### config.mk
export PLATFORM = sky130hd
export DESIGN_NAME = pid_controller_antiwindup_top
export DESIGN_NICKNAME = d
export VERILOG_FILES = /design/src/pidaw_pkg.sv /design/src/pid_controller_antiwindup_top.sv
export SDC_FILE = /design/constraint.sdc
export NUM_CORES = 2
export LEC_CHECK = 0
export ABC_CLOCK_PERIOD_IN_PS = 8900
export BUFFER_PORTS_ARGS = -buffer_cell sky130_fd_sc_hd__buf_4
export CAP_MARGIN = 5
export CORE_MARGIN = 8
export CORE_UTILIZATION = 46
export DETAILED_ROUTE_END_ITERATION = 10
export GPL_TIMING_DRIVEN = 0
export PLACE_DENSITY = 0.74
export SETUP_SLACK_MARGIN = 0.02
export SLEW_MARGIN = 20
export SYNTH_ARGS = -nofsm -noshare
export SYNTH_HDL_FRONTEND = slang
export SYNTH_SLANG_ARGS = --single-unit
### constraint.sdc
create_clock -name i_clk -period 8.9 [get_ports i_clk]
set_clock_uncertainty 0.15 [all_clocks]
set_input_delay 2.225 -clock i_clk [delete_from_list [all_inputs] [get_ports i_clk]]
set_output_delay 2.225 -clock i_clk [all_outputs]
set_load 0.005 [all_outputs]
### src/pidaw_pkg.sv
// ----------------------------------------------------------------------------
// PID controller package
// Shared constants and saturation helpers for the PID controller block.
// ----------------------------------------------------------------------------
package pidaw_pkg;

    localparam int unsigned DATA_W  = 32;
    localparam int unsigned SUM_W   = 48;
    localparam int unsigned ADDR_W  = 3;
    localparam int unsigned DIGIT_W = 4;
    localparam int unsigned OPA_W   = 49;
    localparam int unsigned ACC_W   = 56;
    localparam int unsigned PROD_W  = 72;
    localparam int unsigned STEPS   = DATA_W / DIGIT_W;

    localparam logic [1:0] MODE_HEADING = 2'd1;
    localparam logic [1:0] MODE_DEPTH   = 2'd2;

    localparam logic [ADDR_W-1:0] CFG_MODE      = 3'd0;
    localparam logic [ADDR_W-1:0] CFG_KP        = 3'd1;
    localparam logic [ADDR_W-1:0] CFG_KI_SCALED = 3'd2;
    localparam logic [ADDR_W-1:0] CFG_KD_SCALED = 3'd3;
    localparam logic [ADDR_W-1:0] CFG_AW_GAIN   = 3'd4;
    localparam logic [ADDR_W-1:0] CFG_SAT_UPPER = 3'd5;
    localparam logic [ADDR_W-1:0] CFG_SAT_LOWER = 3'd6;
    localparam logic [ADDR_W-1:0] CFG_PCT_SCALE = 3'd7;

    localparam logic [2:0] OP_P   = 3'd0;
    localparam logic [2:0] OP_I   = 3'd1;
    localparam logic [2:0] OP_D   = 3'd2;
    localparam logic [2:0] OP_PCT = 3'd3;
    localparam logic [2:0] OP_AW  = 3'd4;

    localparam logic signed [33:0] HALF_TURN  = 34'sd11796480;
    localparam logic signed [33:0] FULL_TURN  = 34'sd23592960;
    localparam logic [32:0]        DEAD_LOW   = 33'd131072;
    localparam logic [32:0]        DEAD_HIGH  = 33'd327680;
    localparam logic signed [31:0] BANG_LEVEL = 32'sd3276800;

    localparam logic signed [31:0] MAX32 = 32'sh7FFFFFFF;
    localparam logic signed [31:0] MIN32 = 32'sh80000000;
    localparam logic signed [47:0] MAX48 = 48'sh7FFFFFFFFFFF;
    localparam logic signed [47:0] MIN48 = 48'sh800000000000;

    function automatic logic signed [31:0] f_sat32_72(input logic signed [71:0] v);
        logic fits;
        fits = (&v[71:31]) | ~(|v[71:31]);
        if (fits) begin
            return v[31:0];
        end
        return v[71] ? MIN32 : MAX32;
    endfunction

    function automatic logic signed [47:0] f_sat48_72(input logic signed [71:0] v);
        logic fits;
        fits = (&v[71:47]) | ~(|v[71:47]);
        if (fits) begin
            return v[47:0];
        end
        return v[71] ? MIN48 : MAX48;
    endfunction

    function automatic logic signed [47:0] f_sat48_50(input logic signed [49:0] v);
        logic fits;
        fits = (&v[49:47]) | ~(|v[49:47]);
        if (fits) begin
            return v[47:0];
        end
        return v[49] ? MIN48 : MAX48;
    endfunction

    function automatic logic signed [31:0] f_sat32_50(input logic signed [49:0] v);
        logic fits;
        fits = (&v[49:31]) | ~(|v[49:31]);
        if (fits) begin
            return v[31:0];
        end
        return v[49] ? MIN32 : MAX32;
    endfunction

    function automatic logic signed [31:0] f_sat32_34(input logic signed [33:0] v);
        logic fits;
        fits = (&v[33:31]) | ~(|v[33:31]);
        if (fits) begin
            return v[31:0];
        end
        return v[33] ? MIN32 : MAX32;
    endfunction

endpackage

### src/pid_controller_antiwindup_top.sv
// ----------------------------------------------------------------------------
// PID controller with anti-windup
// Q16.16 PID loop with heading wrap, bang-bang band and deadband, clamping and
// back-calculation anti-windup, built around one digit-serial multiplier.
// ----------------------------------------------------------------------------
// The block takes one request at a time and works it through the single shared
// multiplier, which takes one 4-bit digit of the gain per cycle and forms up
// to five products per request (P, I, D, percent and windup), each followed
// by a capture step.
// A finished result waits in an output register, so a new request can be
// accepted while the previous result has not yet been taken.
module pid_controller_antiwindup_top (
    input  logic        i_clk,
    input  logic        i_rst_n,
    input  logic        i_cfg_we,
    input  logic [2:0]  i_cfg_addr,
    input  logic [31:0] i_cfg_data,
    input  logic        s_axis_tvalid,
    output logic        s_axis_tready,
    // Fields from bit 0 up: setpoint[31:0], measurement[63:32].
    input  logic [63:0] s_axis_tdata,
    output logic        m_axis_tvalid,
    input  logic        m_axis_tready,
    // Fields from bit 0 up: control_error[31:0], drive[63:32], drive_percent[95:64].
    output logic [95:0] m_axis_tdata
);

    localparam logic [3:0] S_IDLE   = 4'd0;
    localparam logic [3:0] S_ERR    = 4'd1;
    localparam logic [3:0] S_ESUM   = 4'd2;
    localparam logic [3:0] S_MUL    = 4'd3;
    localparam logic [3:0] S_CAPT   = 4'd4;
    localparam logic [3:0] S_PID    = 4'd5;
    localparam logic [3:0] S_CLAMP  = 4'd6;
    localparam logic [3:0] S_PCTLD  = 4'd7;
    localparam logic [3:0] S_DONE   = 4'd8;

    logic [3:0]         r_state;
    logic [1:0]         r_mode;
    logic signed [31:0] r_kp, r_ki, r_kd, r_aw, r_upper, r_lower, r_pct_scale;
    logic signed [31:0] r_prev_error, r_windup;
    logic signed [47:0] r_esum;

    logic signed [31:0] r_sp, r_meas, r_err;
    logic signed [47:0] r_p, r_i, r_d;
    logic signed [31:0] r_pid, r_mid, r_drive, r_pct;
    logic signed [33:0] r_pidv;

    logic [2:0]                r_op;
    logic [2:0]                r_cnt;
    logic signed [48:0]        r_mul_a;
    logic [31:0]               r_mul_b;
    logic signed [55:0]        r_hi;
    logic [31:0]               r_lo;

    logic        r_out_valid;
    logic [95:0] r_out_data;

    logic               w_heading, w_depth;
    logic signed [33:0] w_diff, w_wrapped;
    logic signed [49:0] w_esum_add, w_pid_add;
    logic signed [4:0]  w_dig;
    logic signed [55:0] w_pp, w_sum;
    logic signed [71:0] w_q;
    logic [32:0]        w_mag;
    logic signed [31:0] w_pid_raw, w_pid;
    logic signed [32:0] w_lim_sum;
    logic signed [33:0] w_pidv;
    logic signed [31:0] w_drive;
    logic               w_out_free;

    assign w_heading = (r_mode == pidaw_pkg::MODE_HEADING);
    assign w_depth   = (r_mode == pidaw_pkg::MODE_DEPTH);

    always_comb begin
        w_diff = {{2{r_sp[31]}}, r_sp} - {{2{r_meas[31]}}, r_meas};
        w_wrapped = w_diff;
        if (w_heading) begin
            if (w_diff > pidaw_pkg::HALF_TURN) begin
                w_wrapped = w_diff - pidaw_pkg::FULL_TURN;
            end else if (w_diff < -pidaw_pkg::HALF_TURN) begin
                w_wrapped = w_diff + pidaw_pkg::FULL_TURN;
            end
        end
    end

    assign w_esum_add = {{2{r_esum[47]}}, r_esum} + {{18{r_err[31]}}, r_err}
                        + {{18{r_windup[31]}}, r_windup};

    assign w_dig = (r_cnt == 3'(pidaw_pkg::STEPS - 1)) ?
                   $signed({r_mul_b[3], r_mul_b[3:0]}) : $signed({1'b0, r_mul_b[3:0]});
    assign w_pp  = r_mul_a * w_dig;
    assign w_sum = r_hi + w_pp;
    assign w_q   = {r_hi, r_lo[31:16]};

    assign w_pid_add = {{2{r_p[47]}}, r_p} + {{2{r_i[47]}}, r_i} + {{2{r_d[47]}}, r_d};
    assign w_pid_raw = pidaw_pkg::f_sat32_50(w_pid_add);
    assign w_mag     = r_err[31] ? (33'd0 - {r_err[31], r_err}) : {1'b0, r_err};

    always_comb begin
        w_pid = w_pid_raw;
        if (w_heading) begin
            if (w_mag > pidaw_pkg::DEAD_LOW && w_mag < pidaw_pkg::DEAD_HIGH) begin
                if (w_pid_raw > 32'sd0) begin
                    w_pid = pidaw_pkg::BANG_LEVEL;
                end else if (w_pid_raw < 32'sd0) begin
                    w_pid = -pidaw_pkg::BANG_LEVEL;
                end else begin
                    w_pid = 32'sd0;
                end
            end else if (w_mag != 33'd0 && w_mag < pidaw_pkg::DEAD_LOW) begin
                w_pid = 32'sd0;
            end
        end
    end

    assign w_lim_sum = {r_lower[31], r_lower} + {r_upper[31], r_upper};
    assign w_pidv    = {{2{r_pid[31]}}, r_pid} + {{2{r_mid[31]}}, r_mid};

    always_comb begin
        if (w_pidv > $signed({{2{r_upper[31]}}, r_upper})) begin
            w_drive = r_upper;
        end else if (w_pidv < $signed({{2{r_lower[31]}}, r_lower})) begin
            w_drive = r_lower;
        end else begin
            w_drive = w_pidv[31:0];
        end
    end

    assign w_out_free = !r_out_valid || m_axis_tready;

    assign s_axis_tready = (r_state == S_IDLE);
    assign m_axis_tvalid = r_out_valid;
    assign m_axis_tdata  = r_out_data;

    always_ff @(posedge i_clk) begin
        if (!i_rst_n) begin
            r_mode       <= 2'd0;
            r_kp         <= '0;
            r_ki         <= '0;
            r_kd         <= '0;
            r_aw         <= '0;
            r_upper      <= '0;
            r_lower      <= '0;
            r_pct_scale  <= '0;
        end else if (i_cfg_we) begin
            case (i_cfg_addr)
                pidaw_pkg::CFG_MODE:      r_mode      <= i_cfg_data[1:0];
                pidaw_pkg::CFG_KP:        r_kp        <= i_cfg_data;
                pidaw_pkg::CFG_KI_SCALED: r_ki        <= i_cfg_data;
                pidaw_pkg::CFG_KD_SCALED: r_kd        <= i_cfg_data;
                pidaw_pkg::CFG_AW_GAIN:   r_aw        <= i_cfg_data;
                pidaw_pkg::CFG_SAT_UPPER: r_upper     <= i_cfg_data;
                pidaw_pkg::CFG_SAT_LOWER: r_lower     <= i_cfg_data;
                pidaw_pkg::CFG_PCT_SCALE: r_pct_scale <= i_cfg_data;
                default: ;
            endcase
        end
    end

    always_ff @(posedge i_clk) begin
        if (!i_rst_n) begin
            r_state      <= S_IDLE;
            r_out_valid  <= 1'b0;
            r_prev_error <= '0;
            r_esum       <= '0;
            r_windup     <= '0;
        end else begin
            if (r_state == S_DONE && w_out_free) begin
                r_out_valid <= 1'b1;
            end else if (m_axis_tready) begin
                r_out_valid <= 1'b0;
            end
            case (r_state)
                S_IDLE: begin
                    if (s_axis_tvalid) begin
                        r_sp    <= s_axis_tdata[31:0];
                        r_meas  <= s_axis_tdata[63:32];
                        r_state <= S_ERR;
                    end
                end
                S_ERR: begin
                    r_err   <= pidaw_pkg::f_sat32_34(w_wrapped);
                    r_state <= S_ESUM;
                end
                S_ESUM: begin
                    r_esum  <= pidaw_pkg::f_sat48_50(w_esum_add);
                    r_mul_a <= {{17{r_err[31]}}, r_err};
                    r_mul_b <= r_kp;
                    r_op    <= pidaw_pkg::OP_P;
                    r_cnt   <= '0;
                    r_hi    <= '0;
                    r_lo    <= '0;
                    r_state <= S_MUL;
                end
                S_MUL: begin
                    r_hi    <= w_sum >>> pidaw_pkg::DIGIT_W;
                    r_lo    <= {w_sum[3:0], r_lo[31:4]};
                    r_mul_b <= r_mul_b >> pidaw_pkg::DIGIT_W;
                    r_cnt   <= r_cnt + 3'd1;
                    if (r_cnt == 3'(pidaw_pkg::STEPS - 1)) begin
                        r_state <= S_CAPT;
                    end
                end
                S_CAPT: begin
                    r_cnt <= '0;
                    r_hi  <= '0;
                    r_lo  <= '0;
                    case (r_op)
                        pidaw_pkg::OP_P: begin
                            r_p     <= pidaw_pkg::f_sat48_72(w_q);
                            r_mul_a <= {r_esum[47], r_esum};
                            r_mul_b <= r_ki;
                            r_op    <= pidaw_pkg::OP_I;
                            r_state <= S_MUL;
                        end
                        pidaw_pkg::OP_I: begin
                            r_i     <= pidaw_pkg::f_sat48_72(w_q);
                            r_mul_a <= {{17{r_err[31]}}, r_err}
                                       - {{17{r_prev_error[31]}}, r_prev_error};
                            r_mul_b <= r_kd;
                            r_op    <= pidaw_pkg::OP_D;
                            r_state <= S_MUL;
                        end
                        pidaw_pkg::OP_D: begin
                            r_d     <= pidaw_pkg::f_sat48_72(w_q);
                            r_state <= S_PID;
                        end
                        pidaw_pkg::OP_PCT: begin
                            r_pct   <= pidaw_pkg::f_sat32_72(w_q);
                            r_mul_a <= {{17{r_drive[31]}}, r_drive}
                                       - {{15{r_pidv[33]}}, r_pidv};
                            r_mul_b <= r_aw;
                            r_op    <= pidaw_pkg::OP_AW;
                            r_state <= S_MUL;
                        end
                        default: begin
                            r_windup <= pidaw_pkg::f_sat32_72(w_q);
                            r_state  <= S_DONE;
                        end
                    endcase
                end
                S_PID: begin
                    r_pid        <= w_pid;
                    r_mid        <= w_lim_sum[32:1];
                    r_prev_error <= r_err;
                    r_state      <= S_CLAMP;
                end
                S_CLAMP: begin
                    if (w_depth) begin
                        r_drive <= r_pid;
                        r_pct   <= '0;
                        r_state <= S_DONE;
                    end else begin
                        r_drive <= w_drive;
                        r_pidv  <= w_pidv;
                        r_state <= S_PCTLD;
                    end
                end
                S_PCTLD: begin
                    r_mul_a <= {{17{r_drive[31]}}, r_drive} - {{17{r_mid[31]}}, r_mid};
                    r_mul_b <= r_pct_scale;
                    r_op    <= pidaw_pkg::OP_PCT;
                    r_cnt   <= '0;
                    r_hi    <= '0;
                    r_lo    <= '0;
                    r_state <= S_MUL;
                end
                S_DONE: begin
                    if (w_out_free) begin
                        r_out_data  <= {r_pct, r_drive, r_err};
                        r_state     <= S_IDLE;
                    end
                end
                default: begin
                    r_state <= S_IDLE;
                end
            endcase
        end
    end

endmodule

==> flow_summary_export.csv <==
group,metric,value,unit
detailed_routing,drtIter0Drc,5730,
setup_path,cp-end-kind,"flop",
setup_path,setup.worst_path.start_class,"flop",
placed_design,pre_cts_slack,562,ps
floorplan,rows,140,
synth,yosysMostFrequentCell,"nand2_1",
timing,rsz0062_at_grt,"no",
detailed_routing,vias_per_cell,5.97,
global_route,grt_use_total,0.264,
floorplan,start_util,0.463,
detailed_routing,post_drt_wl_per_cell,23.3,um
power,peakVddDrop,0.175,mV
final_layout,final_util,0.520,
clock_network,cts.sinks,994,
synth,synth.distinct_cells,106,
timing,fin_crit_sh,0.956,
floorplan,core,0.145,sq mm
global_route,antenna_found_initial,14,
detailed_routing,dr.pass1.iters,8,
placed_design,hpwl,171000,um
synth,ys_seq_area_frac,0.393,
synth,syn_inst,6910,
clock_network,cts_made_buffers,110,
synth,synth_area_per_cell,9.73,sq um
setup_path,rrSetupSlack,390,ps
synth,synth-edff-count,651,
final_layout,syn_to_final_growth,12.3,%
timing,setup_ws,390,ps
detailed_routing,ant_nets,0,
floorplan,die_h,398,um
synth,ys.flop_type,"edfxtp_1",
global_route,overflow,0,
timing,slew_viol_final,0,
clock_network,clockBufferDepth,3,
clock_network,postCtsHoldBufs,0,
timing,slew-limit-headroom,0.176,
final_layout,nFillCells,13100,
final_layout,drive_gt1_frac,0.0761,
detailed_routing,drc,0,
global_route,grt_pass1_vias,54000,
setup_path,cp_max_fo,10,
final_layout,final_cell_area,0.0755,sq mm
clock_network,cts.htree.levels,3,
global_route,grt_max_degree,56,
final_layout,nets,8126,
min_path,hold_class,"reg2reg",
placed_design,io_buffers,197,
setup_path,crit_arrival,8830,ps
placed_design,place_area,0.0717,sq mm
synth,synth_largest_area_cell,"edfxtp_1",
flow_run,cap_violations,0,
floorplan,die_area,0.159,sq mm
floorplan,die_w,398,um
synth,ys_ff_latch,994,
clock_network,cts.repair.resized,0,
power,power_density,216,mW/mm^2
placed_design,gp_congestion,1.05,
timing,hold_viol_final,0,
synth,ys_warn_count,0,
global_route,grt_pass1_wl,324000,um
power,power.leakage,29.9,nW
timing,worst_slew_pin_slew,1230,ps
timing,fmax,118,MHz
synth,synth_area,0.0673,sq mm
floorplan,io-pin-count,202,
clock_network,cts_root_buf,"clkbuf_16",
detailed_routing,num_vias,55300,
setup_path,cp.required,9220,ps
timing,fin_crit,8510,ps
timing,setup_violations,0,
setup_path,critPathKind,"reg2reg",
synth,synth_commonest_cells,"nand2_1 (948), edfxtp_1 (651), ha_1 (471), inv_1 (434), nor2_1 (424)",
clock_network,clkSlewWorstSetupHoldPaths,60,ps
detailed_routing,wirelength,216000,um
synth,synthTopCellsByArea,"edfxtp_1 (29%), dfxtp_1 (10%), fa_1 (9.0%)",
clock_network,post_cts_buffers,0,
synth,async_flop_share,0,
run_status,status,"completed",
synth,synth_top_area_frac,0.291,
clock_network,cts_tree,"yes",
synth,syn-num-nets,7789,
clock_network,clk_latency,770,ps
-- flip-flops by register name, indices dropped and copies added (netlist names), 33 cells and up --
register	flops
r_mul_a	48
r_i	48
r_p	48
r_esum	48
r_d	48
r_hi	52
m_axis_tdata	96
r_pidv	33
-- metal layers --
metal / GRT usage / vias up / wire length, um
met4: 0.154 / 14 / 14900
met3: 0.0481 / 613 / 19100
li1: - / 25400 / -
met5: 0 / - / 95
met2: 0.417 / 2593 / 95500
met1: 0.340 / 26700 / 86600
-- layout make-up --
class	count	area, sq um	area share
Inverter	435	1630	0.0216
Sequential cell	994	26400	0.350
Clock inverter	64	763	0.0101
Clock buffer	142	3080	0.0407
Multi-Input combinational cell	5164	38100	0.504
Tap cell	1917	2400	0.0317
Antenna cell	5	12.5	0.000166
Buffer	317	1230	0.0163
Timing Repair Buffer	225	1930	0.0256
-- cells in the final DEF, fill, tap and decap left out, drive strengths merged, types with 119 or more instances in the layout --
| master | instances |
|---|---|
| o21ai | 346 |
| fa | 304 |
| dfxtp | 343 |
| edfxtp | 651 |
| a21o | 221 |
| buf | 267 |
| and2 | 119 |
| nand2 | 948 |
| clkbuf | 417 |
| a21boi | 270 |
| inv | 446 |
| a21oi | 415 |
| ha | 471 |
| xnor2 | 168 |
| nor2 | 424 |
-- report_power, final --
part | total (W) | internal [W] | switching (W)
Clock | 0.00482 | 0.00281 | 0.00201
Combinational | 0.00574 | 0.00237 | 0.00338
Sequential | 0.00577 | 0.00542 | 0.000350
-- critical path: stages (launching register included) --
cell      delay [ps]
edfxtp_1         460
ha_1             200
ha_1             330
nand2_1          220
clkbuf_1         270
or2_2            350
fa_1             510
fa_1             520
fa_1             540
inv_1             50
fa_1             560
fa_1             530
a21o_1           220
a21oi_1          260
o21ai_0          180
a31oi_1          390
nor4b_1          130
a211oi_1         650
o21ai_0          390
o31a_1           380
a211o_1          310
a21oi_1          270
o21ai_0          140
xnor2_1          160
nor2_1            50
-- stage by stage --
| step | setup TNS (ps) | hold slack (ps) | power, W | cells |
|---|---|---|---|---|
| 6_report | 0 | 268 | 0.0163 | 9263 |
| 5_1_grt | 0 | 275 | 0.0173 | 9260 |
| 4_1_cts | 0 | 268 | 0.0163 | 9258 |
| 3_5_place_dp | 0 | 255 | 0.0115 | 9052 |
| 3_3_place_gp | -182920 | 256 | 0.0113 | 9024 |
| 2_1_floorplan | 0 | 250 | 0.00997 | 6910 |
-- path summary, 6_finish.rpt --
check / startpoint / endpoint / cells after the start
worst max-delay path: r_cnt[0] / r_hi[47] / 24
worst min register to register: r_pct[0] / m_axis_tdata[64] / 0
worst min-delay path: r_pct[0] / m_axis_tdata[64] / 0
worst max register to register: r_cnt[0] / r_hi[47] / 24
-- cell families after synthesis --
group / share of synthesized area
xor+xnor: 0.0354
flops: 0.393
simple gates: 0.150
compound gates: 0.189
mux: 0.0113
buf+inv: 0.0426
fa+ha+maj: 0.178
No activity file was read; power rests on OpenSTA's default activity.
